--- config.mk ---
export PLATFORM = sky130hd
export DESIGN_NAME = float32_add_sub_truncating
export DESIGN_NICKNAME = d
export VERILOG_FILES = /design/src/hdl/fas_pkg.sv /design/src/hdl/fas_lod.sv /design/src/hdl/float32_add_sub_truncating.sv
export SDC_FILE = /design/constraint.sdc
export NUM_CORES = 1
export LEC_CHECK = 0
export ABC_AREA = 1
export ABC_CLOCK_PERIOD_IN_PS = 6300
export BUFFER_PORTS_ARGS = -buffer_cell sky130_fd_sc_hd__buf_2
export CORE_MARGIN = 3
export CORE_UTILIZATION = 60
export CTS_BUF_LIST = sky130_fd_sc_hd__clkbuf_4 sky130_fd_sc_hd__clkbuf_8 sky130_fd_sc_hd__clkbuf_16
export DETAILED_ROUTE_END_ITERATION = 6
export HOLD_SLACK_MARGIN = 0.06
export PLACE_DENSITY = 0.75
export SYNTH_ARGS = -nofsm -noshare
export SYNTH_HDL_FRONTEND = slang
export SYNTH_SLANG_ARGS = --single-unit
--- constraint.sdc ---
create_clock -name aclk -period 6.3 [get_ports aclk]
set_clock_uncertainty 0.2 [all_clocks]
set_input_delay 1.26 -clock aclk [delete_from_list [all_inputs] [get_ports aclk]]
set_output_delay 1.26 -clock aclk [all_outputs]
set_load 0.02 [all_outputs]
--- src/hdl/fas_pkg.sv ---
// Package: shared widths and field types for the single-precision adder.
package fas_pkg;
    localparam int unsigned ExpW  = 8;
    localparam int unsigned FracW = 23;
    localparam int unsigned SigW  = 24;
    localparam int unsigned SumW  = 26;
    localparam logic [ExpW-1:0] ExpMax = 8'hFF;

    typedef struct packed {
        logic            sign;
        logic [SigW:0]   mag;
        logic [ExpW-1:0] exp;
    } fas_norm_t;
endpackage

--- src/hdl/fas_lod.sv ---
// Leading-one detector: left shift count that brings the leading one to bit 23.
module fas_lod (
    input  logic [fas_pkg::SigW-1:0] mag,
    output logic [4:0]               shift
);
    always_comb begin
        shift = 5'(fas_pkg::FracW);
        for (int i = 0; i < fas_pkg::SigW; i++) begin
            if (mag[i]) begin
                shift = 5'(fas_pkg::FracW - i);
            end
        end
    end
endmodule

--- src/hdl/float32_add_sub_truncating.sv ---
// Top level: pipelined single-precision add/subtract, truncating.
//
// Four register stages (align, add, magnitude/leading-one, normalise), one
// transfer accepted per cycle while the output stage is not stalled. Operands
// are always taken as normal numbers with a hidden one. Zeros, subnormals,
// infinities and NaNs are not decoded. Results are truncated. A zero
// significand sum raises zero_result with an all-zero word. An exponent above
// 255 or below 0 raises range_error and saturates the exponent to 255 or 0
// with a zero fraction. The pipeline advances whenever the output stage is
// empty or being taken, so a stall holds all stages.
module float32_add_sub_truncating (
    input  logic        aclk,
    input  logic        aresetn,
    input  logic        s_tvalid,
    output logic        s_tready,
    input  logic [63:0] s_tdata,  // a_bits[31:0], b_bits[63:32]
    input  logic        s_tuser,  // mode[0]
    output logic        m_tvalid,
    input  logic        m_tready,
    output logic [31:0] m_tdata,  // sum_bits[31:0]
    output logic [1:0]  m_tuser   // zero_result[0], range_error[1]
);
    localparam int unsigned SW = fas_pkg::SumW;

    logic [3:0] vld_reg, vld_next;
    logic       adv;

    // stage 1 regs
    logic            s1_sa_reg, s1_sb_reg, s1_sub_reg;
    logic [23:0]     s1_ma_reg, s1_mb_reg;
    logic [7:0]      s1_ep_reg;
    // stage 2
    logic [SW-1:0]   s2_r_reg;
    logic [7:0]      s2_ep_reg;
    // stage 3
    logic            s3_sign_reg;
    logic [24:0]     s3_mag_reg;
    logic [7:0]      s3_ep_reg;
    logic [4:0]      s3_sh_reg;
    // stage 4
    logic [31:0]     s4_sum_reg;
    logic            s4_zero_reg, s4_err_reg;

    assign adv      = !vld_reg[3] || m_tready;
    assign s_tready = adv;
    assign m_tvalid = vld_reg[3];
    assign m_tdata  = s4_sum_reg;
    assign m_tuser  = {s4_err_reg, s4_zero_reg};

    always_comb begin
        vld_next = adv ? {vld_reg[2:0], s_tvalid} : vld_reg;
    end

    always_ff @(posedge aclk) begin
        if (!aresetn) begin
            vld_reg <= '0;
        end else begin
            vld_reg <= vld_next;
        end
    end

    // stage 1: unpack, compare exponents, align the smaller significand
    logic [31:0] a_w, b_w;
    logic [7:0]  ea, eb, dab, dba;
    logic [23:0] ma, mb;
    assign a_w = s_tdata[31:0];
    assign b_w = s_tdata[63:32];
    assign ea  = a_w[30:23];
    assign eb  = b_w[30:23];
    assign ma  = {1'b1, a_w[22:0]};
    assign mb  = {1'b1, b_w[22:0]};
    assign dab = ea - eb;
    assign dba = eb - ea;

    always_ff @(posedge aclk) begin
        if (adv) begin
            s1_sa_reg  <= a_w[31];
            s1_sb_reg  <= b_w[31];
            s1_sub_reg <= s_tuser;
            if (ea >= eb) begin
                s1_ep_reg <= ea;
                s1_ma_reg <= ma;
                s1_mb_reg <= (dab < 8'd24) ? (mb >> dab) : '0;
            end else begin
                s1_ep_reg <= eb;
                s1_ma_reg <= (dba < 8'd24) ? (ma >> dba) : '0;
                s1_mb_reg <= mb;
            end
        end
    end

    // stage 2: two's complement and add or subtract
    logic [SW-1:0] ta, tb;
    assign ta = s1_sa_reg ? -SW'(s1_ma_reg) : SW'(s1_ma_reg);
    assign tb = s1_sb_reg ? -SW'(s1_mb_reg) : SW'(s1_mb_reg);

    always_ff @(posedge aclk) begin
        if (adv) begin
            s2_r_reg  <= s1_sub_reg ? (ta - tb) : (ta + tb);
            s2_ep_reg <= s1_ep_reg;
        end
    end

    // stage 3: sign and magnitude, leading-one count
    logic [SW-1:0] mag_w;
    logic [4:0]    sh_w;
    assign mag_w = s2_r_reg[SW-1] ? -s2_r_reg : s2_r_reg;

    fas_lod u_lod (.mag(mag_w[23:0]), .shift(sh_w));

    always_ff @(posedge aclk) begin
        if (adv) begin
            s3_sign_reg <= s2_r_reg[SW-1];
            s3_mag_reg  <= mag_w[24:0];
            s3_ep_reg   <= s2_ep_reg;
            s3_sh_reg   <= sh_w;
        end
    end

    // stage 4: normalise, range check, pack
    logic [9:0]  e_w;
    logic [22:0] frac_w;
    logic [23:0] shl_w;
    assign shl_w = s3_mag_reg[23:0] << s3_sh_reg;

    always_comb begin
        if (s3_mag_reg[24]) begin
            e_w    = {2'b0, s3_ep_reg} + 10'd1;
            frac_w = s3_mag_reg[23:1];
        end else begin
            e_w    = {2'b0, s3_ep_reg} - {5'b0, s3_sh_reg};
            frac_w = shl_w[22:0];
        end
    end

    always_ff @(posedge aclk) begin
        if (adv) begin
            s4_zero_reg <= 1'b0;
            s4_err_reg  <= 1'b0;
            if (s3_mag_reg == '0) begin
                s4_zero_reg <= 1'b1;
                s4_sum_reg  <= '0;
            end else if (e_w[9]) begin
                s4_err_reg <= 1'b1;
                s4_sum_reg <= {s3_sign_reg, 31'b0};
            end else if (e_w[8]) begin
                s4_err_reg <= 1'b1;
                s4_sum_reg <= {s3_sign_reg, fas_pkg::ExpMax, 23'b0};
            end else begin
                s4_sum_reg <= {s3_sign_reg, e_w[7:0], frac_w};
            end
        end
    end
endmodule

Yosys cells after proc, flatten, opt, wreduce, memory -nomap -nowiden
Cells that the tools add are included.
{ "totals": {"reg_bits": 170, "latch_bits": 0, "mem_bits_rw": 0, "mem_bits_ro": 0, "input_bits": 69, "output_inout_bits": 36, "wordCells": 85, "memories": 0} }
{ "op_classes": {"add_sub_neg": 9, "mul": 0, "div_mod_pow": 0, "n_lt_le_gt_ge": 3, "n_eq_ne": 0, "n_shift": 3, "muxes": 37, "bitwise_logic": 0, "n_reduce_logical": 9} }
{ "op_table": {"columns": ["cell", "count"], "rows": [
  ["$mux W26", 3],
  ["$mux W23", 3],
  ["$neg A24 Y26", 2],
  ["$mux W24", 2],
  ["$shr A24 B8 Y24", 2],
  ["$mux W4", 8],
  ["$mux W31", 1],
  ["$add A26 B26 Y26", 1],
  ["$sub A26 B26 Y26", 1],
  ["$logic_not A25 Y1", 1],
  ["$mux W25", 1],
  ["$neg A25 Y25", 1],
  ["$mux W3", 8],
  ["$shl A24 B5 Y23", 1],
  ["$lt A8 B5 Y1 const B", 2],
  ["$reduce_or A16 Y1", 1],
  ["$sub A8 B8 Y8", 2],
  ["$mux W10", 1],
  ["$add A8 B1 Y9 const B", 1],
  ["$sub A8 B5 Y9", 1],
  ["$ge A8 B8 Y1", 1],
  ["$mux W2", 4],
  ["$mux W8", 1],
  ["$reduce_or A8 Y1", 1],
  ["6 further kinds", 11]
]} }

Logic depth before layout (Yosys ltp)
Gate-level depths: netlist (run 1).
{ "depth": {"depth_word": 24, "depth_mapped": 27, "ltp_nobuf": 27} }

Cells and area by module
From an unflattened synthesis (run 1), not the netlist that was laid out.
{ "unflattened": {"cells_unflattened": 2123, "hier_area_um2": 14913.1} }
{ "by_module_without_submodules": {"columns": ["module", "instances", "cells_per_inst", "area_each_um2", "seq_area_each_um2"], "rows": [
  ["float32_add_sub_truncating", 1, 2056, 14590.2, 5064.9],
  ["fas_lod", 1, 67, 322.8, 0.0]
]} }

Least setup slack after synthesis (run 1)
OpenSTA, ideal clock, no wires.
{ "synth_timing": {"path_type": "input-to-output", "from": "input port m_tready", "to": "output port s_tready", "arrival_time_ns": 4.697, "t_required_ns": 4.840, "setup_slack_ns": 0.143, "stages": 2, "n_path_buf": 0, "cell_sequence": "nor2_1 inv_1"} }
{ "synth_between": {"elab_chain_cells": 1} }
{ "synth_lines": {"columns": ["element", "line", "text"], "rows": [
  ["start, declared", "float32_add_sub_truncating.sv:19", "input logic m_tready,"],
  ["$logic_or A1 B1 Y1", "float32_add_sub_truncating.sv:44", "assign adv = !vld_reg[3] || m_tready;"],
  ["end, declared", "float32_add_sub_truncating.sv:15", "output logic s_tready,"]
]} }
No other way between the ends.

Worst setup path in the final report (run 1)
{ "layout_timing": {"from": "register s1_sb_reg", "to": "register s2_r_reg[22], data pin"} }
{ "layout_between": {"elab_chain_cells": 3, "elab_cells_between_ends": 4, "cone_classes": "add/sub: 2; mux: 2"} }
{ "layout_lines": {"columns": ["element", "line", "text"], "rows": [
  ["start, declared", "float32_add_sub_truncating.sv:29", "logic s1_sa_reg, s1_sb_reg, s1_sub_reg;"],
  ["start signal, assigned", "float32_add_sub_truncating.sv:78", "s1_sb_reg <= b_w[31];"],
  ["$mux W26 (*)", "float32_add_sub_truncating.sv:95", "assign tb = s1_sb_reg ? -SW'(s1_mb_reg) : SW'(s1_mb_reg);"],
  ["$add A26 B26 Y26 or $sub A26 B26 Y26 (tied branches)", "float32_add_sub_truncating.sv:99", "s2_r_reg <= s1_sub_reg ? (ta - tb) : (ta + tb);"],
  ["$mux W26 (*)", "float32_add_sub_truncating.sv:99", null],
  ["end signal, assigned", "float32_add_sub_truncating.sv:99", null],
  ["end, declared", "float32_add_sub_truncating.sv:33", "logic [SW-1:0] s2_r_reg;"]
]} }
Mark *: on every way between the ends. The rest lies on a longest branch, timed or not.
A chain may end at the register's enable or synchronous reset.

==> key figures, run 1 <==
Power
  – Reg power frac: 0.333
  – Combinational Power Share: 0.519
  – Max VDD drop: 233 uV
  – Sw frac: 0.465
  – Internal: 3.38 mW
  – Clock power share: 0.149
  – PnR Total Power: 6.32 mW
  – LEAKAGE: 7.12 nW
  – P per Cell Area: 410 nW/um^2
  – P_sw: roughly 2.9 mW

Timing
  – Achievable frequency: 207 MHz
  – Worst-margin pin slew: 1.00 ns
  – Relative slew slack: 0.329
  – Fin Setup TNS: 0 ns
  – Final hold vios: 0
  – Worst setup margin: 1.48 ns
  – Final setup vio count: 0
  – Hold_ws: 0.218 ns
  – Min cycle time layout: 4.82 ns
  – Tcrit/Tclk final: 0.765
  – Max Slew Vio Count: 0
  – RSZ-0062 raised after global routing: false

Floorplan
  – Chip width: 160 microns
  – Site row count: 55
  – Core box area: between 20,000 and 25,000 sq um
  – Initial Util: 0.619
  – # IOs: roughly 110
  – Die footprint: between 20,000 and 30,000 sq um
  – Die height: 160 microns

Synth
  – Distinct cells, synth: 71
  – Synthesized flop and latch total: 170
  – Asr flop ratio synth: 0
  – Cell Area, Synth: approximately 14,000 sq um
  – Post-synthesis net count: roughly 2,000
  – Main synth FF type: edfxtp_1
  – Mapped Cells: 1,923
  – Syn_area_per_cell: 7.39 sq um
  – Post-synth EDFFs: 166
  – Sequential area share after synthesis: 0.356
  – Ys Warns: 0

CTS
  – Post-cts sizing count: 0
  – Clk slew on worst S/H paths: roughly 0.070 ns
  – CTS max path bufs: 2
  – CTS Buf Count: 17
  – Post-CTS Setup Bufs: 0
  – Clk Latency, worst-skew pair: 0.43 ns
  – Cts-stage hold buffer count: 0
  – H-tree depth: 4
  – CTS tree: yes
  – Root Buffer: clkbuf_16
  – Clock sink count: 170

GRT
  – GRT overflow: 0
  – GRT Resource Usage Total: 0.299
  – Initial antenna violation count: 0
  – Largest net degree at the start of global routing: 77
  – Vias in the first global route: 12,268
  – First-pass GRT wire length: 62,500 microns

Worst hold path
  – WHS Endpoint: s3_ep_reg[1]
  – Min-delay src: s2_ep_reg[1]
  – Min-Delay Path Class: register to register
  – Hold Path Stages: 0

Finish
  – Layout cells sized above 1: 0.105
  – Most common cell after layout, fill and taps aside: nand2_1
  – Max FFs per register: 32
  – Final Core Density: 0.670
  – N_diodes: 0
  – Design area: ~15,000 sq um
  – Most frequent cells in the layout: nand2_1 (454), inv_1 (242), o21ai_0 (227), edfxtp_1 (166), nor2_1 (160)
  – Final non-filler cell total: 2,304
  – Layout Nets: 2,103
  – Area Overhead vs Synth: 8.33%

Drt
  – Wirelength per Cell: roughly 17 microns
  – WL met3: 3260 microns
  – Antenna Nets Post-Route: 0
  – Drt via density: 5.74
  – Routed wl met2: approximately 18,000 microns
  – Via count: 13,236
  – WL met1: 16,600 microns
  – WL final: 38,800 microns
  – Pre-antenna DRT Iters: 6
  – Top Metal Used: met4
  – Drt drc: 0
  – Number of DRC markers in iteration 0: around 1,300

Run status
  – Status: completed

Critical path
  – CP Launch Type: register
  – CP startpoint: s1_sb_reg
  – Setup Crit Path Kind: register to register
  – Flop-to-flop setup slack: 1.48 ns
  – Worst Path Required: 6.27 ns
  – RR Startpoint: s1_sb_reg
  – Crit end category: register
  – Worst EP arrival: 4.79 ns
  – R2R Path End: s2_r_reg[22]
  – CP max FO: 16
  – R2R depth: 18

Place
  – DP Worst Slack: ~1.5 ns
  – Port Buffers: 104
  – Dpl cell area: 14,900 sq um
  – Gpl congestion: 1.01
  – Cells after DPL: 2,274
  – HPWL after detailed placement: 30,300 microns

Run
  – Number of max-cap violations: 0
[cell type report]
type                       instances  area [sq um]
clock buffer                      17           425
clock inverter                    13          96.3
fill                            2001          7580
inverter                         255           966
multi-input combinational       1416          7820
sequential                       170          5060
tap                              313           392
timing repair buffer             120           641
[routing by layer]
layer / up-vias / GRT usage
met3: 82 / 0.0459
met5: - / 0
li1: 6526 / -
met2: 668 / 0.484
met1: 5960 / 0.412
met4: 0 / 0.103
[worst max-delay path, stage by stage (launching register included)]
cell      delay (ns)
edfxtp_1        0.78
inv_1           0.35
nor2_1          0.20
xor2_1          0.32
nor2_1          0.11
a21oi_1         0.18
xor2_1          0.16
inv_1           0.05
ha_1            0.33
a21o_1          0.18
a21oi_1         0.20
o21ai_1         0.13
a21boi_0        0.30
o21ai_1         0.18
a21boi_2        0.22
o21bai_1        0.12
a21boi_1        0.22
o21ai_0         0.14
xor2_1          0.16
[cell families after synthesis]
family,synth area share
multiplexers,0.00774
AO/OA/AOI/OAI,0.179
flip-flops,0.356
adder cells (fa/ha/maj),0.0496
AND/OR/NAND/NOR,0.238
XOR/XNOR,0.0748
buffers and inverters,0.0939
[worst max-delay path by stage]
stage	slack [ns]	endpoint	cells past startpoint
global placement	1.71	s1_mb_reg[3]	20
CTS	1.51	s2_r_reg[22]	18
floorplan	0.14	s_tready	2
detailed placement	1.53	s2_r_reg[22]	18
finish	1.48	s2_r_reg[22]	18
global route	1.05	s2_r_reg[22]	18
[power by group through the flow]
stage	sequential [mW]	clock, mW	combinational [mW]
6_report	2.10	0.939	3.28
5_1_grt	2.14	1.01	3.66
4_1_cts	2.10	0.956	3.22
3_5_place_dp	2.11	0	3.19
3_3_place_gp	2.10	0	3.14
2_1_floorplan	2.11	0	2.32
[synthesized netlist by cell type (8+ instances only)]
cell	number	area, sq um
xor2_1	86	753
edfxtp_1	166	4980
inv_1	243	912
o31ai_1	8	60.1
nand4_1	13	81.3
nor3_1	17	85.1
o21ai_1	24	120
nand2_1	454	1700
o22ai_1	14	87.6
ha_1	50	626
o211ai_1	12	90.1
nand3_1	84	420
mux2i_1	11	110
a31oi_1	18	113
clkbuf_1	61	229
xnor2_1	28	245
nor4_1	8	50.1
o21ai_0	227	1140
nor2_1	160	601
nand2_2	9	56.3
a21oi_1	100	500
buf_4	8	60.1
(Power assumes the default switching activity.)
==> inputs of run 2 (changes only) <==
--- a/config.mk
+++ b/config.mk
@@ -6,14 +6,14 @@
 export NUM_CORES = 1
 export LEC_CHECK = 0
 export ABC_AREA = 1
-export ABC_CLOCK_PERIOD_IN_PS = 6300
+export ABC_CLOCK_PERIOD_IN_PS = 4250
 export BUFFER_PORTS_ARGS = -buffer_cell sky130_fd_sc_hd__buf_2
 export CORE_MARGIN = 3
-export CORE_UTILIZATION = 60
+export CORE_UTILIZATION = 56
 export CTS_BUF_LIST = sky130_fd_sc_hd__clkbuf_4 sky130_fd_sc_hd__clkbuf_8 sky130_fd_sc_hd__clkbuf_16
 export DETAILED_ROUTE_END_ITERATION = 6
 export HOLD_SLACK_MARGIN = 0.06
-export PLACE_DENSITY = 0.75
+export PLACE_DENSITY = 0.74
 export SYNTH_ARGS = -nofsm -noshare
 export SYNTH_HDL_FRONTEND = slang
 export SYNTH_SLANG_ARGS = --single-unit
==> constraint.sdc (replaced) <==
create_clock -name aclk -period 4.25 [get_ports aclk]
set_clock_uncertainty 0.2 [all_clocks]
set_input_delay 0.85 -clock aclk [delete_from_list [all_inputs] [get_ports aclk]]
set_output_delay 0.85 -clock aclk [all_outputs]
set_load 0.02 [all_outputs]
==> run 2 against run 1 <==
Register-to-register slack worse by 1.5 ns. Sequential cell count stayed put. Sequential share of layout area is 1.8 points lower. Highest routed layer is now met5.
==> key figures, run 2 (synthesis gave the netlist of run 1 again) <==
Run status
  – Status: completed (unchanged)

Power
  – Reg power frac: 0.312 (was 0.333)
  – Internal: 5.49 mW (was 3.38 mW)
  – PnR Total Power: 10.0 mW (was 6.32 mW)
  – LEAKAGE: 7.52 nW (was 7.12 nW)
  – Max VDD drop: 377 uV (was 233 uV)
  – P per Cell Area: 613 nW/um^2 (was 410 nW/um^2)
  – Sw frac: 0.451 (was 0.465)
  – Combinational Power Share: 0.517 (was 0.519)
  – P_sw: 4.51 mW (was 2.94 mW)
  – Clock power share: 0.172 (was 0.149)

GRT
  – GRT overflow: 0 (unchanged)
  – GRT met1 Usage: 0.390 (was 0.412)
  – Largest net degree at the start of global routing: 79 (was 77)
  – Met3 GRT Util: 0.0466 (was 0.0459)
  – GRT Resource Usage Total: 0.295 (was 0.299)
  – GRT met2 Usage: 0.493 (was 0.484)
  – Initial antenna violation count: 1 (was 0)
  – First-pass GRT wire length: 63,500 microns (was 62,500 microns)
  – Vias in the first global route: 12,263 (was 12,268)
  – GRT busiest layer: met2 (unchanged)

Drt
  – Drt drc: 0 (unchanged)
  – Pre-antenna DRT Iters: 6 (unchanged)
  – Antenna Nets Post-Route: 0 (unchanged)
  – Drt via density: 5.63 (was 5.74)
  – WL final: 40,800 microns (was 38,800 microns)
  – Number of DRC markers in iteration 0: 1,373 (was 1,276)
  – Via count: 13,365 (was 13,236)
  – Wirelength per Cell: 17.2 microns (was 16.8 microns)

CTS
  – CTS Buf Count: 17 (unchanged)
  – H-tree depth: 4 (unchanged)
  – CTS max path bufs: 2 (unchanged)
  – Clk Latency, worst-skew pair: 0.44 ns (was 0.43 ns)
  – Root Buffer: clkbuf_16 (unchanged)
  – Clk slew on worst S/H paths: 0.07 ns (about the same)
  – CTS tree: yes (unchanged)
  – Clock sink count: 170 (unchanged)

Finish
  – Area Overhead vs Synth: 14.7% (was 8.33%)
  – Max FFs per register: 32 (unchanged)
  – N_diodes: 0 (unchanged)
  – Fillers: 2,147 (was 2,001)
  – Layout Nets: 2,161 (was 2,103)
  – Most frequent cells in the layout: nand2_1 (450), inv_1 (237), o21ai_0 (222), edfxtp_1 (166), nor2_1 (151) (was nand2_1 (454), inv_1 (242), o21ai_0 (227), edfxtp_1 (166), nor2_1 (160))
  – Most common cell after layout, fill and taps aside: nand2_1 (unchanged)
  – Layout cells sized above 1: 0.160 (was 0.105)

Timing
  – Final hold vios: 0 (unchanged)
  – RSZ-0062 raised after global routing: true (was false)
  – Achievable frequency: 235 MHz (was 207 MHz)
  – Worst-margin pin slew: 0.794 ns (was 1.00 ns)
  – Worst setup margin: 0.00325 ns (was 1.48 ns)
  – Final setup vio count: 0 (unchanged)
  – Tcrit/Tclk final: 0.999 (was 0.765)
  – Relative slew slack: 0.468 (was 0.329)
  – Min cycle time layout: 4.25 ns (was 4.82 ns)
  – Max Slew Vio Count: 0 (unchanged)

Place
  – DP Worst Slack: 0.0405 ns (was 1.53 ns)
  – Gpl congestion: 0.997 (was 1.01)
  – Port Buffers: 104 (unchanged)
  – HPWL after detailed placement: 31,500 microns (was 30,300 microns)

Worst hold path
  – Min-Delay Path Class: register to register (unchanged)

Critical path
  – Setup Crit Path Kind: register to register (unchanged)
  – CP max FO: 3 (was 16)
  – Crit-path max cell delay: 0.42 ns (was 0.78 ns)
  – CP Launch Type: register (unchanged)
  – Critical path's most frequent cell: nand2_1 (was xor2_1)
  – Crit end category: register (unchanged)
  – Worst EP arrival: 4.23 ns (was 4.79 ns)
  – Worst Path Required: 4.24 ns (was 6.27 ns)
  – CP cell instances: buf_6, nor3_4, buf_6, nand4_4, buf_4, nand2_1, xor2_2, nor2_1, nand4_1, buf_4, o21ai_2, nand2_1, xor2_1, inv_1, ha_4, inv_1, nor3_2, nand2_1, nor4_2, nand2_1, nand3_2, nand3b_1, nand2_1 (was inv_1, nor2_1, xor2_1, nor2_1, a21oi_1, xor2_1, inv_1, ha_1, a21o_1, a21oi_1, o21ai_1, a21boi_0, o21ai_1, a21boi_2, o21bai_1, a21boi_1, o21ai_0, xor2_1)
  – Worst path slowest cell: edfxtp_1 (unchanged)

Floorplan
  – Core box area: 24,600 sq um (was 23,000 sq um)
  – Initial Util: 0.578 (was 0.619)
  – Die height: 165 microns (was 160 microns)
  – Site row count: 57 (was 55)
  – Chip width: 165 microns (was 160 microns)
  – Die footprint: 27,300 sq um (was 25,600 sq um)
  – # IOs: 105 (unchanged)

Run
  – Number of max-cap violations: 0 (unchanged)
[run 2: changes by cell type in the layout (fill, tap and decap cells not counted), sizes merged]
cell | before | now
bufinv | 0 | 4
inv | 254 | 253
clkbuf | 17 | 20
buf | 120 | 178
clkinvlp | 2 | 3
clkinv | 12 | 7
[run 2: final cells by class]
class | count | area, sq um | area share
Multi-Input combinational cell | 1416 | 8130 | 0.499
Clock buffer | 20 | 454 | 0.0279
Tap cell | 324 | 405 | 0.0249
Inverter | 255 | 965 | 0.0592
Sequential cell | 170 | 5060 | 0.311
Timing Repair Buffer | 178 | 1100 | 0.0672
Clock inverter | 12 | 190 | 0.0117
[run 2: power by group through the flow]
stage          Combinational [mW]  Clock, mW  Sequential [mW]
2_1_floorplan                3.44          0             3.12
3_5_place_dp                 4.90          0             3.12
4_1_cts                      4.92       1.73             3.10
6_report                     5.17       1.72             3.12
5_1_grt                      5.76       1.81             3.16
3_3_place_gp                 4.84          0             3.12
[run 2: repair_timing]
action	4_1_cts	5_1_grt
resized for setup	0	70
buffers inserted	0	22
hold endpoints to repair	0	0
setup endpoints to repair	0	8
hold buffers	0	0
[run 2: path summary, 6_finish.rpt]
check / from / endpoint / slack, ns / cells after the start
min reg2reg: s2_ep_reg[6] / s3_ep_reg[6] / 0.22 / 0
max reg2reg: s1_mb_reg[0] / s2_r_reg[25] / 0.003 / 23
min: s2_ep_reg[6] / s3_ep_reg[6] / 0.22 / 0
max: s1_mb_reg[0] / s2_r_reg[25] / 0.003 / 23
[run 2: through the flow]
step                TNS, ns  hold slack, ns  area [sq um]  instances  utilization
finish                    0           0.221         16300       2375        0.663
global route         -0.604           0.228         16300       2375        0.663
CTS                       0           0.222         15800       2353        0.643
detailed placement        0           0.205         15200       2321        0.617
global placement          0           0.202         15200       2321        0.617
floorplan                 0           0.200         14200       1923            -
[run 2: layer usage]
| layer | part of all wire | wire length [microns] |
|---|---|---|
| met3 | 0.061 | 2490 |
| met1 | 0.42 | 17300 |
| met5 | 0.00017 | 7 |
| met2 | 0.48 | 19700 |
| met4 | 0.032 | 1300 |
[run 2: worst max-delay path, delay by kind of cell, from the launching register on]
kind | cells | cell delay [ns]
AND/OR/NAND/NOR | 13 | 1.82
buffers and inverters | 6 | 0.82
flip-flops | 1 | 0.42
XOR/XNOR | 2 | 0.29
adder cells (fa/ha/maj) | 1 | 0.28
AO/OA/AOI/OAI | 1 | 0.16
==> inputs of run 3 (changes only) <==
--- a/config.mk
+++ b/config.mk
@@ -9,11 +9,11 @@
 export ABC_CLOCK_PERIOD_IN_PS = 4250
 export BUFFER_PORTS_ARGS = -buffer_cell sky130_fd_sc_hd__buf_2
 export CORE_MARGIN = 3
-export CORE_UTILIZATION = 56
+export CORE_UTILIZATION = 49
 export CTS_BUF_LIST = sky130_fd_sc_hd__clkbuf_4 sky130_fd_sc_hd__clkbuf_8 sky130_fd_sc_hd__clkbuf_16
 export DETAILED_ROUTE_END_ITERATION = 6
 export HOLD_SLACK_MARGIN = 0.06
-export PLACE_DENSITY = 0.74
+export PLACE_DENSITY = 0.66
 export SYNTH_ARGS = -nofsm -noshare
 export SYNTH_HDL_FRONTEND = slang
 export SYNTH_SLANG_ARGS = --single-unit
==> run 3 against run 2 <==
Worst setup slack better by 0.15 ns. Combinational power is 1% lower. Routed wire length is 3.1% lower. Maximum frequency is 3.6% higher. Sequential power is 2% lower. Core utilization is 8.8 points lower. Via count is 1.4% lower. Count of clock-buffer cells in the layout is 2 lower. Critical path depth is 1 higher. Clock power is 12% lower. Non-clock buffer count is 12 lower. Highest routed layer unchanged.
==> key figures, run 3 (synthesis gave the netlist of run 1 again) <==
Run status
  – Status: completed (unchanged)

Floorplan
  – Site row count: 61 (was 57)
  – Die footprint: 31,100 sq um (was 27,300 sq um)
  – # IOs: 105 (unchanged)
  – Core box area: 28,200 sq um (was 24,600 sq um)
  – Die height: 176 microns (was 165 microns)
  – Chip width: 176 microns (was 165 microns)
  – Initial Util: 0.505 (was 0.578)

Critical path
  – Worst EP arrival: 4.08 ns (was 4.23 ns)
  – Setup Crit Path Kind: register to register (unchanged)
  – CP max FO: 4 (was 3)
  – CP Launch Type: register (unchanged)
  – Worst Path Required: 4.24 ns (about the same)
  – RR Startpoint: s1_mb_reg[1] (was s1_mb_reg[0])
  – CP startpoint: s1_mb_reg[1] (was s1_mb_reg[0])
  – Crit end category: register (unchanged)

Drt
  – Antenna Nets Post-Route: 0 (unchanged)
  – Pre-antenna DRT Iters: 5 (was 6)
  – Drt via density: 5.45 (was 5.63)
  – Drt drc: 0 (unchanged)
  – Via count: 13,175 (was 13,365)
  – WL final: 39,600 microns (was 40,800 microns)
  – Number of DRC markers in iteration 0: 1,100 (was 1,373)
  – Wirelength per Cell: 16.4 microns (was 17.2 microns)

Timing
  – Fin Setup TNS: 0 ns (unchanged)
  – Tcrit/Tclk final: 0.964 (was 0.999)
  – Hold_ws: 0.223 ns (was 0.221 ns)
  – Achievable frequency: 244 MHz (was 235 MHz)
  – Worst setup margin: 0.153 ns (was 0.00325 ns)
  – Relative slew slack: 0.393 (was 0.468)
  – Final setup vio count: 0 (unchanged)
  – Worst-margin pin slew: 0.911 ns (was 0.794 ns)
  – Final hold vios: 0 (unchanged)
  – Min cycle time layout: 4.10 ns (was 4.25 ns)
  – Max Slew Vio Count: 0 (unchanged)

GRT
  – Initial antenna violation count: 1 (unchanged)
  – First-pass GRT wire length: 63,200 microns (was 63,500 microns)
  – GRT overflow: 0 (unchanged)
  – Largest net degree at the start of global routing: 170 (was 79)
  – Vias in the first global route: 12,213 (was 12,263)
  – GRT Resource Usage Total: 0.252 (was 0.295)

Finish
  – Most common cell after layout, fill and taps aside: nand2_1 (unchanged)
  – Area Overhead vs Synth: 13.8% (was 14.7%)
  – Max FFs per register: 32 (unchanged)
  – Layout Nets: 2,149 (was 2,161)
  – Most frequent cells in the layout: nand2_1 (452), inv_1 (238), o21ai_0 (224), edfxtp_1 (166), nor2_1 (153) (was nand2_1 (450), inv_1 (237), o21ai_0 (222), edfxtp_1 (166), nor2_1 (151))
  – Layout cells sized above 1: 0.151 (was 0.160)
  – Final Core Density: 0.574 (was 0.663)
  – N_diodes: 0 (unchanged)

Power
  – Max VDD drop: 331 uV (was 377 uV)
  – Reg power frac: 0.316 (was 0.312)
  – P per Cell Area: 600 nW/um^2 (was 613 nW/um^2)
  – P_sw: 4.45 mW (was 4.51 mW)
  – Internal: 5.26 mW (was 5.49 mW)
  – Combinational Power Share: 0.527 (was 0.517)
  – PnR Total Power: 9.71 mW (was 10.0 mW)
  – Sw frac: 0.459 (was 0.451)
  – Clock power share: 0.157 (was 0.172)
  – LEAKAGE: 7.44 nW (was 7.52 nW)

Place
  – Gpl congestion: 0.949 (was 0.997)
  – DP Worst Slack: 0.0452 ns (was 0.0405 ns)
  – HPWL after detailed placement: 31,100 microns (was 31,500 microns)
  – Port Buffers: 104 (unchanged)

CTS
  – Root Buffer: clkbuf_16 (unchanged)
  – H-tree depth: 4 (unchanged)
  – Clk Latency, worst-skew pair: 0.44 ns (about the same)
  – Clock sink count: 170 (unchanged)
  – CTS max path bufs: 2 (unchanged)
  – CTS tree: yes (unchanged)
  – Cts-stage hold buffer count: 0 (unchanged)
  – Clk slew on worst S/H paths: 0.07 ns (about the same)
  – CTS Buf Count: 17 (unchanged)

Run
  – Number of max-cap violations: 0 (unchanged)

Worst hold path
  – Min-Delay Path Class: register to register (unchanged)
  – Min-delay src: s2_ep_reg[7] (was s2_ep_reg[6])
==> run 3: final timing paths <==
| kind | to | slack (ns) | depth (start not counted) |
|---|---|---|---|
| min | s3_ep_reg[7] | 0.22 | 0 |
| min reg2reg | s3_ep_reg[7] | 0.22 | 0 |
| max | s2_r_reg[25] | 0.15 | 24 |
| max reg2reg | s2_r_reg[25] | 0.15 | 24 |
==> run 3: timing repair <==
action,CTS,global route
setup endpoints to repair,0,8
hold endpoints to repair,0,0
setup buffers,0,10
resized for setup,0,59
==> run 3: layout make-up <==
cell class | count | area, sq um
Fill cell | 2637 | 12000
Multi-Input combinational cell | 1416 | 8080
Sequential cell | 170 | 5060
Timing Repair Buffer | 166 | 1010
Inverter | 255 | 965
Tap cell | 378 | 473
Clock buffer | 18 | 433
Clock inverter | 14 | 146
==> run 3: power groups by stage <==
stage,clock network [mW],registers [mW],logic [mW]
6_report,1.52,3.07,5.12
5_1_grt,1.63,3.12,5.74
4_1_cts,1.55,3.07,4.93
3_5_place_dp,0,3.10,4.91
3_3_place_gp,0,3.10,4.87
2_1_floorplan,0,3.12,3.44
==> run 3: layer usage <==
metal | track usage | vias to the layer above | routed length (microns)
met5 | 0 | - | 7
met4 | 0.0779 | 2 | 1080
met3 | 0.0288 | 68 | 1960
met2 | 0.429 | 412 | 19100
met1 | 0.337 | 6072 | 17400
li1 | - | 6621 | -
==> run 3: per-stage QoR <==
step	std cells	cell area, sq um
after floorplan	1923	14200
after global placement	2375	15300
after detailed placement	2375	15300
after CTS	2407	15800
after global routing	2417	16200
final	2417	16200
==> run 3: critical path: stages (launching register included) <==
cell and delay [ns]:
edfxtp_1 0.45, inv_2 0.09, ha_1 0.15, inv_2 0.06, nor2_4 0.14, inv_1 0.10
o21ai_2 0.15, xor2_1 0.10, buf_4 0.15, nor3_2 0.20, nand4_1 0.26, nor3b_4 0.27
nand2_1 0.08, nand2_1 0.08, xor2_1 0.14, inv_1 0.09, ha_4 0.28, nand2_1 0.07
nor3_2 0.20, nand2_1 0.11, nor4_2 0.16, nand2_1 0.11, nand3_2 0.07, nand3b_1 0.10
nand2_1 0.05
